[src/rtl/twq_pkg.sv]
// Shared types and constants for the timed wakeup queue.
`default_nettype none

package twq_pkg;

    localparam int QueueDepth = 16;
    localparam int SlotW      = (QueueDepth > 1) ? $clog2(QueueDepth) : 1;
    localparam int TimeW      = 64;
    localparam int IdW        = 8;
    localparam int KindW      = 3;

    localparam logic OP_REGISTER = 1'b0;
    localparam logic OP_SET_TIME = 1'b1;

    localparam logic [KindW-1:0] KIND_QUEUED   = 3'd0;
    localparam logic [KindW-1:0] KIND_WOKEN    = 3'd1;
    localparam logic [KindW-1:0] KIND_ACCEPTED = 3'd2;
    localparam logic [KindW-1:0] KIND_PAST     = 3'd3;
    localparam logic [KindW-1:0] KIND_FULL     = 3'd4;

    typedef struct packed {
        logic             op;
        logic [TimeW-1:0] time_value;
        logic [IdW-1:0]   waiter_id;
    } in_item_t;

    typedef struct packed {
        logic [KindW-1:0] event_kind;
        logic [IdW-1:0]   waiter_id_res;
        logic             last;
    } out_item_t;

    typedef enum logic [1:0] {
        ID_ZERO,
        ID_ITEM,
        ID_BEST
    } id_sel_t;

    typedef struct packed {
        logic             load;
        logic             set_now;
        logic             store;
        logic             scan_start;
        logic             scan_step;
        logic             wake_best;
        logic             emit;
        logic [KindW-1:0] emit_kind;
        id_sel_t          emit_id;
        logic             emit_last;
    } ctrl_cmd_t;

    typedef struct packed {
        logic is_set;
        logic due_now;
        logic past;
        logic has_free;
        logic scan_done;
        logic best_found;
        logic emit_ok;
    } dp_status_t;

endpackage

`default_nettype wire

[src/rtl/twq_datapath.sv]
// Datapath: current time, slot table, earliest-wakeup scan and result register.
`default_nettype none

module twq_datapath (
    input  wire logic                clk,
    input  wire logic                rst_n,
    input  wire twq_pkg::in_item_t   req,
    input  wire twq_pkg::ctrl_cmd_t  cmd,
    output twq_pkg::dp_status_t      status,
    output logic                     rsp_valid,
    input  wire logic                rsp_stall,
    output twq_pkg::out_item_t       rsp
);

    twq_pkg::in_item_t                     item_reg;
    logic [twq_pkg::TimeW-1:0]             now_reg;
    logic [twq_pkg::TimeW-1:0]             wake_mem [twq_pkg::QueueDepth];
    logic [twq_pkg::IdW-1:0]               owner_mem [twq_pkg::QueueDepth];
    logic [twq_pkg::QueueDepth-1:0]        valid_reg;
    logic [twq_pkg::SlotW-1:0]             scan_idx_reg;
    logic                                  best_found_reg;
    logic [twq_pkg::SlotW-1:0]             best_idx_reg;
    logic [twq_pkg::TimeW-1:0]             best_time_reg;
    logic [twq_pkg::IdW-1:0]               best_owner_reg;
    twq_pkg::out_item_t                    rsp_reg;
    logic                                  rsp_valid_reg;

    logic                                  free_found;
    logic [twq_pkg::SlotW-1:0]             free_idx;
    logic [twq_pkg::TimeW-1:0]             rd_time;
    logic [twq_pkg::IdW-1:0]               rd_owner;
    logic                                  candidate;
    logic [twq_pkg::IdW-1:0]               emit_id;

    always_comb
    begin
        free_found = 1'b0;
        free_idx   = '0;
        for (int i = twq_pkg::QueueDepth - 1; i >= 0; i--)
        begin
            if (!valid_reg[i])
            begin
                free_found = 1'b1;
                free_idx   = twq_pkg::SlotW'(i);
            end
        end
    end

    assign rd_time   = wake_mem[scan_idx_reg];
    assign rd_owner  = owner_mem[scan_idx_reg];
    assign candidate = valid_reg[scan_idx_reg] && (rd_time <= item_reg.time_value)
                       && (!best_found_reg || (rd_time < best_time_reg));

    always_comb
    begin
        unique case (cmd.emit_id)
            twq_pkg::ID_ITEM: emit_id = item_reg.waiter_id;
            twq_pkg::ID_BEST: emit_id = best_owner_reg;
            default:          emit_id = '0;
        endcase
    end

    assign status.is_set     = (item_reg.op == twq_pkg::OP_SET_TIME);
    assign status.due_now    = (item_reg.time_value <= now_reg);
    assign status.past       = (item_reg.time_value < now_reg);
    assign status.has_free   = free_found;
    assign status.scan_done  = (scan_idx_reg == twq_pkg::SlotW'(twq_pkg::QueueDepth - 1));
    assign status.best_found = best_found_reg;
    assign status.emit_ok    = !rsp_valid_reg || !rsp_stall;

    always_ff @(posedge clk or negedge rst_n)
    begin
        if (!rst_n)
        begin
            now_reg        <= '0;
            valid_reg      <= '0;
            scan_idx_reg   <= '0;
            best_found_reg <= 1'b0;
            rsp_valid_reg  <= 1'b0;
        end
        else
        begin
            if (cmd.set_now)
            begin
                now_reg <= item_reg.time_value;
            end
            if (cmd.store)
            begin
                valid_reg[free_idx] <= 1'b1;
            end
            if (cmd.wake_best)
            begin
                valid_reg[best_idx_reg] <= 1'b0;
            end
            if (cmd.scan_start)
            begin
                scan_idx_reg   <= '0;
                best_found_reg <= 1'b0;
            end
            else if (cmd.scan_step)
            begin
                scan_idx_reg <= scan_idx_reg + 1'b1;
                if (candidate)
                begin
                    best_found_reg <= 1'b1;
                end
            end
            if (cmd.emit)
            begin
                rsp_valid_reg <= 1'b1;
            end
            else if (!rsp_stall)
            begin
                rsp_valid_reg <= 1'b0;
            end
        end
    end

    always_ff @(posedge clk)
    begin
        if (cmd.load)
        begin
            item_reg <= req;
        end
        if (cmd.store)
        begin
            wake_mem[free_idx]  <= item_reg.time_value;
            owner_mem[free_idx] <= item_reg.waiter_id;
        end
        if (cmd.scan_step && candidate)
        begin
            best_idx_reg   <= scan_idx_reg;
            best_time_reg  <= rd_time;
            best_owner_reg <= rd_owner;
        end
        if (cmd.emit)
        begin
            rsp_reg.event_kind    <= cmd.emit_kind;
            rsp_reg.waiter_id_res <= emit_id;
            rsp_reg.last          <= cmd.emit_last;
        end
    end

    assign rsp_valid = rsp_valid_reg;
    assign rsp       = rsp_reg;

endmodule

`default_nettype wire

[src/rtl/twq_ctrl.sv]
// Controller: sequences decision, slot scans and result transfers per item.
`default_nettype none

module twq_ctrl (
    input  wire logic                clk,
    input  wire logic                rst_n,
    input  wire logic                req_valid,
    output logic                     req_stall,
    input  wire twq_pkg::dp_status_t status,
    output twq_pkg::ctrl_cmd_t       cmd
);

    typedef enum logic [2:0] {
        S_IDLE,
        S_DECIDE,
        S_EMIT_REG,
        S_EMIT_PAST,
        S_SCAN,
        S_SCAN_END,
        S_EMIT_WAKE,
        S_EMIT_DONE
    } state_t;

    state_t state_reg;
    state_t state_next;
    logic   stall_reg;
    logic   stall_next;

    always_comb
    begin
        state_next     = state_reg;
        stall_next     = stall_reg;
        cmd            = '0;
        cmd.emit_kind  = twq_pkg::KIND_ACCEPTED;
        cmd.emit_id    = twq_pkg::ID_ZERO;
        unique case (state_reg)
            S_IDLE:
            begin
                if (req_valid && !stall_reg)
                begin
                    cmd.load   = 1'b1;
                    stall_next = 1'b1;
                    state_next = S_DECIDE;
                end
            end
            S_DECIDE:
            begin
                if (!status.is_set)
                begin
                    state_next = S_EMIT_REG;
                end
                else if (status.past)
                begin
                    state_next = S_EMIT_PAST;
                end
                else
                begin
                    cmd.set_now    = 1'b1;
                    cmd.scan_start = 1'b1;
                    state_next     = S_SCAN;
                end
            end
            S_EMIT_REG:
            begin
                cmd.emit_id   = twq_pkg::ID_ITEM;
                cmd.emit_last = 1'b1;
                if (status.due_now)
                begin
                    cmd.emit_kind = twq_pkg::KIND_WOKEN;
                end
                else if (status.has_free)
                begin
                    cmd.emit_kind = twq_pkg::KIND_QUEUED;
                end
                else
                begin
                    cmd.emit_kind = twq_pkg::KIND_FULL;
                end
                if (status.emit_ok)
                begin
                    cmd.emit   = 1'b1;
                    cmd.store  = !status.due_now && status.has_free;
                    stall_next = 1'b0;
                    state_next = S_IDLE;
                end
            end
            S_EMIT_PAST:
            begin
                cmd.emit_kind = twq_pkg::KIND_PAST;
                cmd.emit_last = 1'b1;
                if (status.emit_ok)
                begin
                    cmd.emit   = 1'b1;
                    stall_next = 1'b0;
                    state_next = S_IDLE;
                end
            end
            S_SCAN:
            begin
                cmd.scan_step = 1'b1;
                if (status.scan_done)
                begin
                    state_next = S_SCAN_END;
                end
            end
            S_SCAN_END:
            begin
                state_next = status.best_found ? S_EMIT_WAKE : S_EMIT_DONE;
            end
            S_EMIT_WAKE:
            begin
                cmd.emit_kind = twq_pkg::KIND_WOKEN;
                cmd.emit_id   = twq_pkg::ID_BEST;
                if (status.emit_ok)
                begin
                    cmd.emit       = 1'b1;
                    cmd.wake_best  = 1'b1;
                    cmd.scan_start = 1'b1;
                    state_next     = S_SCAN;
                end
            end
            S_EMIT_DONE:
            begin
                cmd.emit_kind = twq_pkg::KIND_ACCEPTED;
                cmd.emit_last = 1'b1;
                if (status.emit_ok)
                begin
                    cmd.emit   = 1'b1;
                    stall_next = 1'b0;
                    state_next = S_IDLE;
                end
            end
            default:
            begin
                state_next = S_IDLE;
                stall_next = 1'b0;
            end
        endcase
    end

    always_ff @(posedge clk or negedge rst_n)
    begin
        if (!rst_n)
        begin
            state_reg <= S_IDLE;
            stall_reg <= 1'b0;
        end
        else
        begin
            state_reg <= state_next;
            stall_reg <= stall_next;
        end
    end

    assign req_stall = stall_reg;

endmodule

`default_nettype wire

[src/rtl/timed_wakeup_queue_unit.sv]
// Top level of the timed wakeup queue: controller plus datapath.
//
// Request channel (req_valid, req_stall, req) carries one item per transfer:
// op 0 registers waiter_id to wake at time_value, op 1 sets the current time.
// Result channel (rsp_valid, rsp_stall, rsp) carries event_kind, waiter_id_res
// and last; last marks the final result of a request.
// One request is worked on at a time; req_stall is high from the transfer
// until its last result is loaded into the output register.
// Register request: the item is loaded in S_IDLE, checked in S_DECIDE and its
// result is loaded in S_EMIT_REG; the next request is taken back in S_IDLE.
// Set request: each pass walks all slots of the table one per cycle in S_SCAN;
// a found waiter is woken in S_EMIT_WAKE and a new pass starts, so a set that
// wakes k waiters makes k + 1 passes. A rejected set goes to S_EMIT_PAST.
// A stall on the result channel holds the output register and pauses the
// sequencer when it next has a result to load, until the pending result is transferred.
// Reset clears the current time to zero and empties the table; no clearing
// pass is needed and the first request is taken right after reset.
`default_nettype none

module timed_wakeup_queue_unit (
    input  wire logic              clk,
    input  wire logic              rst_n,
    input  wire logic              req_valid,
    output logic                   req_stall,
    input  wire twq_pkg::in_item_t req,
    output logic                   rsp_valid,
    input  wire logic              rsp_stall,
    output twq_pkg::out_item_t     rsp
);

    twq_pkg::ctrl_cmd_t  cmd;
    twq_pkg::dp_status_t status;

    twq_ctrl u_ctrl (
        .clk       (clk),
        .rst_n     (rst_n),
        .req_valid (req_valid),
        .req_stall (req_stall),
        .status    (status),
        .cmd       (cmd)
    );

    twq_datapath u_datapath (
        .clk       (clk),
        .rst_n     (rst_n),
        .req       (req),
        .cmd       (cmd),
        .status    (status),
        .rsp_valid (rsp_valid),
        .rsp_stall (rsp_stall),
        .rsp       (rsp)
    );

endmodule

`default_nettype wire
[config.mk]
export PLATFORM = sky130hd
export DESIGN_NAME = timed_wakeup_queue_unit
export DESIGN_NICKNAME = d
export VERILOG_FILES = /design/src/rtl/twq_pkg.sv /design/src/rtl/twq_datapath.sv /design/src/rtl/twq_ctrl.sv /design/src/rtl/timed_wakeup_queue_unit.sv
export SDC_FILE = /design/constraint.sdc
export NUM_CORES = 1
export LEC_CHECK = 0
export ABC_AREA = 1
export BUFFER_PORTS_ARGS = -buffer_cell sky130_fd_sc_hd__buf_2
export CAP_MARGIN = 20
export CELL_PAD_IN_SITES_DETAIL_PLACEMENT = 0
export CELL_PAD_IN_SITES_GLOBAL_PLACEMENT = 2
export CORE_MARGIN = 3
export CORE_UTILIZATION = 45
export DETAILED_ROUTE_END_ITERATION = 7
export GPL_ROUTABILITY_DRIVEN = 0
export PLACE_DENSITY = 0.8
export REMOVE_ABC_BUFFERS = 1
export SYNTH_ARGS = -nofsm -noshare
export SYNTH_HDL_FRONTEND = slang
export SYNTH_SLANG_ARGS = --single-unit
[constraint.sdc]
create_clock -name clk -period 7.8 [get_ports clk]
set_input_delay 0.39 -clock clk [delete_from_list [all_inputs] [get_ports clk]]
set_output_delay 0.39 -clock clk [all_outputs]
set_load 0.005 [all_outputs]
# Word level (Yosys, flattened, before mapping)
# Memories as Yosys holds them, arrays and structs flattened. A register that Yosys moved wholly into a read port is not among the register bits.
# Index checks and enable logic that the tools add are counted.
# totals
out_inout_bits	14
in_bits	77
ram_bits	1152
memories	2
word_cells	145
regBits	243
# classes
n_reduce_logical	22
eq_ne	15
addsub	1
n_mux	78
magnitude_cmp	9
n_bitwise	3
# memory_table
memory	depth	width	rd	rd_ports_with_merged_regs	write_ports	line_no	text
u_datapath.wake_mem	16	64	1	0	1	twq_datapath.sv:17	logic [twq_pkg::TimeW-1:0] wake_mem [twq_pkg::QueueDepth];
u_datapath.owner_mem	16	8	1	1	1	twq_datapath.sv:18	logic [twq_pkg::IdW-1:0] owner_mem [twq_pkg::QueueDepth];
# ops
operator	count
$le A64 B64 Y1	2
$lt A64 B64 Y1	2
$mux W4	18
$mux W1	40
$mux W16	2
$mux W3	8
$pmux W3 S6	1
$and A16 B16 Y16	1
$not A16 Y16	1
$or A16 B16 Y16	1
$pmux W4 S4	1
$pmux W8 S2	1
$lt A4 B5 Y1 const B	3
$eq A3 B3 Y1 const B	4
$demux W1 S4	2
$ge A4 B1 Y1 const B	2
$logic_and A1 B1 Y1	7
$eq A3 B2 Y1 const B	2
$ne A2 B1 Y1 const B	3
$reduce_bool A2 Y1	3
$logic_not A1 Y1	5
$add A4 B1 Y4 const B	1
$bmux W1 S4	1
$eq A4 B4 Y1 const B	1
other kinds (13)	16

# Depth between registers and ports, before layout
# depth
ltp_word	24
depth_mapped	23
mapped_depth_nobuf	23

# Hierarchy
# Synthesis repeated with hierarchy kept, for this count alone.
# hier_totals
cells_unflattened	4517
area_unflattened_um2	57918.0
# by_module_without_submodules
module	cells_each	area_per_inst_um2	instances	seq_area_each_um2
twq_datapath	4452	57530.2	1	41579.9
twq_ctrl	65	387.9	1	100.1

# Least setup slack after synthesis
# Ideal clock, no wire load.
# synth_timing
path_kind	reg2reg
startpoint	register u_datapath.scan_idx_reg[0] (netlist name)
endpoint	register u_datapath.best_idx_reg[0] (netlist name), enable pin
stages_incl_launch_ff	21
t_arrival_ps	6593
setup_ps	536
n_path_buf	5
slack_ps	671
required_ps	7264
period_less_slack_ps	7129
cell_sequence	dfrtp_1 > buf_4 > buf_4 > buf_4 > clkbuf_1 > buf_2 > nor2_1 > o22ai_1 > nand2_1 > nand3_1 > ha_1 > nand2_1 > inv_1 > nand3_1 > nor3_1 > nand2_1 > nor4b_1 > nand4_1 > nand2_1 > nand2_1 > a21oi_1
# synth_between
elab_chain_cells	5
elab_cells_between_ends	9
classes_between	order compare: 2; mux: 2; reduce/logical: 4; memory: 1
# synth_lines
item	line_no	text
start, declared	twq_datapath.sv:20	logic [twq_pkg::SlotW-1:0] scan_idx_reg;
start signal, assigned	twq_datapath.sv:102	scan_idx_reg <= scan_idx_reg + 1'b1;
$mem_v2 Z16 W64 *	-	
via u_datapath.rd_time (one bit)	twq_datapath.sv:30	logic [twq_pkg::TimeW-1:0] rd_time;
$le A64 B64 Y1 / $lt A64 B64 Y1 (equally long branches)	twq_datapath.sv:51, twq_datapath.sv:52	
$logic_and A1 B1 Y1 / $logic_or A1 B1 Y1 (equally long branches)	twq_datapath.sv:51, twq_datapath.sv:52	
$logic_and A1 B1 Y1 *	twq_datapath.sv:52	&& (!best_found_reg || (rd_time < best_time_reg));
$logic_and A1 B1 Y1 *	twq_datapath.sv:130	if (cmd.scan_step && candidate)
end signal, assigned	twq_datapath.sv:132	best_idx_reg <= scan_idx_reg;
end, declared	twq_datapath.sv:22	logic [twq_pkg::SlotW-1:0] best_idx_reg;
# Mark *: on every way through the listed nets, which the timed path passes. The rest lies on a longest branch. The select of a mux whose other input is x is not followed.
# A chain may end at the register's enable or synchronous reset.

# Worst setup path after layout
# layout_timing
startpoint	register u_datapath.scan_idx_reg[0] (netlist name)
endpoint	register u_datapath.best_time_reg[17] (netlist name), enable pin
# layout_between
elab_chain_cells	5
elab_cells_between_ends	9
classes_between	order compare: 2; mux: 2; reduce/logical: 4; memory: 1
# layout_lines
item	line_no	text
$mem_v2 Z16 W64 *	-	
via u_datapath.rd_time (one bit)	twq_datapath.sv:30	
$le A64 B64 Y1 / $lt A64 B64 Y1 (equally long branches)	twq_datapath.sv:51, twq_datapath.sv:52	
$logic_and A1 B1 Y1 / $logic_or A1 B1 Y1 (equally long branches)	twq_datapath.sv:51, twq_datapath.sv:52	
$logic_and A1 B1 Y1 *	twq_datapath.sv:52	
$logic_and A1 B1 Y1 *	twq_datapath.sv:130	
end signal, assigned	twq_datapath.sv:133	best_time_reg <= rd_time;
end, declared	twq_datapath.sv:23	logic [twq_pkg::TimeW-1:0] best_time_reg;
# Marks and branches as above.

==> impl_metrics.ini <==
[synthesis]
ys_ff_latch = 1403
ys_seq_area_share_pct = 71.7
synthTopCellsByArea = edfxtp_1 (68%), o21ai_0 (5.2%), ha_1 (4.1%)
yosysTopAreaCellShare_pct = 67.9
yosysWarnings = 0
synth.cell_area_sq_um = 58100
synth.distinct_cells = 57
synth-main-ff-cell = edfxtp_1
synth_edf_count = 1313
synthCells = 4527
synth_largest_area_cell = edfxtp_1
avgSynthCellArea_sq_um = 12.8
synthArstFlopShare_pct = 6.41

[timing]
setup_tns_ns = 0
layout_min_cycle_time_ns = 5.88
rsz0062_at_grt = no
setup_violations = 0
max_freq_ghz = 0.170
relSlewSlack_pct = 24.9
setup_ws_ns = 1.92
finalHoldViolations = 0
period_share_pct = 75.4
tightestPinTransition_ns = 1.12
hold_ws_ns = 0.196
finClkSkew_ns = 0.0287
drv_slew = 0

[critical_path]
arrival_ns = 6.29
crit_type = reg -> reg
crit_path_start_kind = flop
reg2reg_setup_slack_ns = 1.92
worstPathMaxFanout = 74
reg2reg_to = u_datapath.best_time_reg[17]
worstSetupEndpointType = flop
crit_required_ns = 8.21
r2r_cells = 16
r2r_start = u_datapath.scan_idx_reg[0]

[global_route]
grt_max_degree = 169
grt_pass1_vias = 35629
antenna_found_initial = 2
grt_pass1_wl_um = 229000
grtUsageTotal_pct = 23.1
overflow = 0

[layout]
largest_reg_flops = 1024
post-route-util_pct = 52.0
final_cells = 6489
syn2layout_area_growth_pct = 14.4
nNetsFinal = 4966
final_common_cell = edfxtp_1
seq_area_sq_um = 41700
finalInstanceArea_sq_um = 66400
fill_cells = 10880
final_cell_mix = edfxtp_1 (1313), nor2_1 (626), o21ai_0 (603)
drive_gt1_share_pct = 10.2
multi_input_comb_area_sq_um = 14400

[power]
leakage_nw = 23.2
total_power_mw = 22.7
p_per_area_nw_per_um2 = 341
ir_drop_v = 0.000243

[hold_path]
holdPathStages = 6
min-delay-start = req_valid
min_to = u_ctrl.req_stall
min-delay-path-class = in -> reg

[placed_design]
dpl.hpwl_um = 82500
place_area_sq_um = 60800
dp_cells = 6132
dpl_worst_slack_ns = 1.96
io_buffers = 90

[clocking]
cts_root_buf = clkbuf_16
clk_latency_ns = 0.78
cts.htree.levels = 4
cts_buffer_depth = 3
cts_tree = done
cts_sinks = 1403
clk_pin_slew_worst_paths_ns = 0.06
cts_setup_buffers = 0
cts_buffers = 150

[floorplan]
io_pins = 91
fp-row-count = 131
die_height_um = 365
die_w_um = 365
initial_utilization_pct = 45.5
coreArea_sq_um = 128000
die-area_sq_um = 133000

[run]
drv_cap = 0

[drt]
drcViolationCount = 0
finalWirelength_um = 154000
drtAntennaViolNets = 0
vias = 36663
drtIter0Drc = 3531
routedWlPerCell_um = 23.7
drt-pass1-iter-count = 5
via_per_inst = 5.65

[outcome]
status = finished clean
==> layer usage <==
metal	global-route usage (%)	wire length [um]
met1	32.7	68400
met2	36.9	72400
met3	4.03	9180
met4	6.91	4120
met5	0	0
==> worst max-delay path, cell delays in order (launching register included) <==
cell and delay (ns):
dfrtp_4 0.82, buf_4 0.68, buf_4 0.71, o21ai_0 0.20, o221ai_1 0.22, o211ai_1 0.13, nand3_1 0.20, ha_1 0.18
nand2_1 0.08, nor3_1 0.44, nand2_1 0.12, nor4b_1 0.54, nand4_1 0.16, nand2_1 0.19, nand2_1 0.13, a21oi_4 0.18
buf_12 0.34
==> cells by family after synthesis <==
group                    synth area share [%]
adder cells (fa/ha/maj)                  4.13
AO/OA/AOI/OAI                            11.5
AND/OR/NAND/NOR                          8.90
buffers and inverters                    3.66
XOR/XNOR                               0.0302
flip-flops                               71.7
==> cell usage after synthesis, types with 8 or more instances <==
| master | n |
|---|---|
| edfxtp_1 | 1313 |
| nor2_1 | 637 |
| o21ai_0 | 603 |
| nand2_1 | 378 |
| inv_1 | 278 |
| ha_1 | 192 |
| clkbuf_1 | 189 |
| o22ai_1 | 178 |
| nand3_1 | 144 |
| o221ai_1 | 113 |
| a21oi_1 | 99 |
| dfrtp_1 | 90 |
| o21ai_1 | 49 |
| o211ai_1 | 40 |
| buf_2 | 24 |
| nand4_1 | 21 |
| nor3_1 | 20 |
| o21ai_2 | 16 |
| buf_1 | 14 |
| nand2_2 | 13 |
| nor2_2 | 11 |
| a211oi_1 | 9 |
| o21a_1 | 9 |
| a22o_1 | 8 |
| buf_6 | 8 |
==> final cells by class <==
cell class              instances  share of cell area [%]
well taps                    1662                    3.13
repair buffers                262                    3.40
clock inverters                68                    1.05
clock buffers                 212                    6.31
diodes                          2                 0.00753
flip-flops and latches       1403                    62.7
inverters                     287                    1.66
multi-input cells            2593                    21.7
==> how the worst max path moves through the flow <==
stage	startpoint	endpoint	slack, ns	cells after the start
global placement	u_datapath.scan_idx_reg[0]	u_datapath.best_time_reg[31]	2.13	16
global route	u_datapath.scan_idx_reg[0]	u_datapath.best_time_reg[17]	1.55	16
floorplan	u_datapath.scan_idx_reg[0]	u_datapath.best_idx_reg[0]	-18.47	16
detailed placement	u_datapath.scan_idx_reg[0]	u_datapath.best_time_reg[31]	1.96	16
finish	u_datapath.scan_idx_reg[0]	u_datapath.best_time_reg[17]	1.92	16
CTS	u_datapath.scan_idx_reg[0]	u_datapath.best_time_reg[17]	1.93	16
==> where the power goes <==
| group | switching (mW) | internal [mW] | total [mW] |
|---|---|---|---|
| combinational | 4.27 | 1.94 | 6.21 |
| clock | 2.94 | 4.16 | 7.10 |
| sequential | 0.390 | 8.96 | 9.35 |
| total | 7.60 | 15.1 | 22.7 |
==> timing repair <==
item | in CTS | in global routing
hold buffers | 75 | 0
gates resized for setup | 0 | 0
endpoints found under the hold margin | 117 | 0
Power figures use the tool's default switching activity.
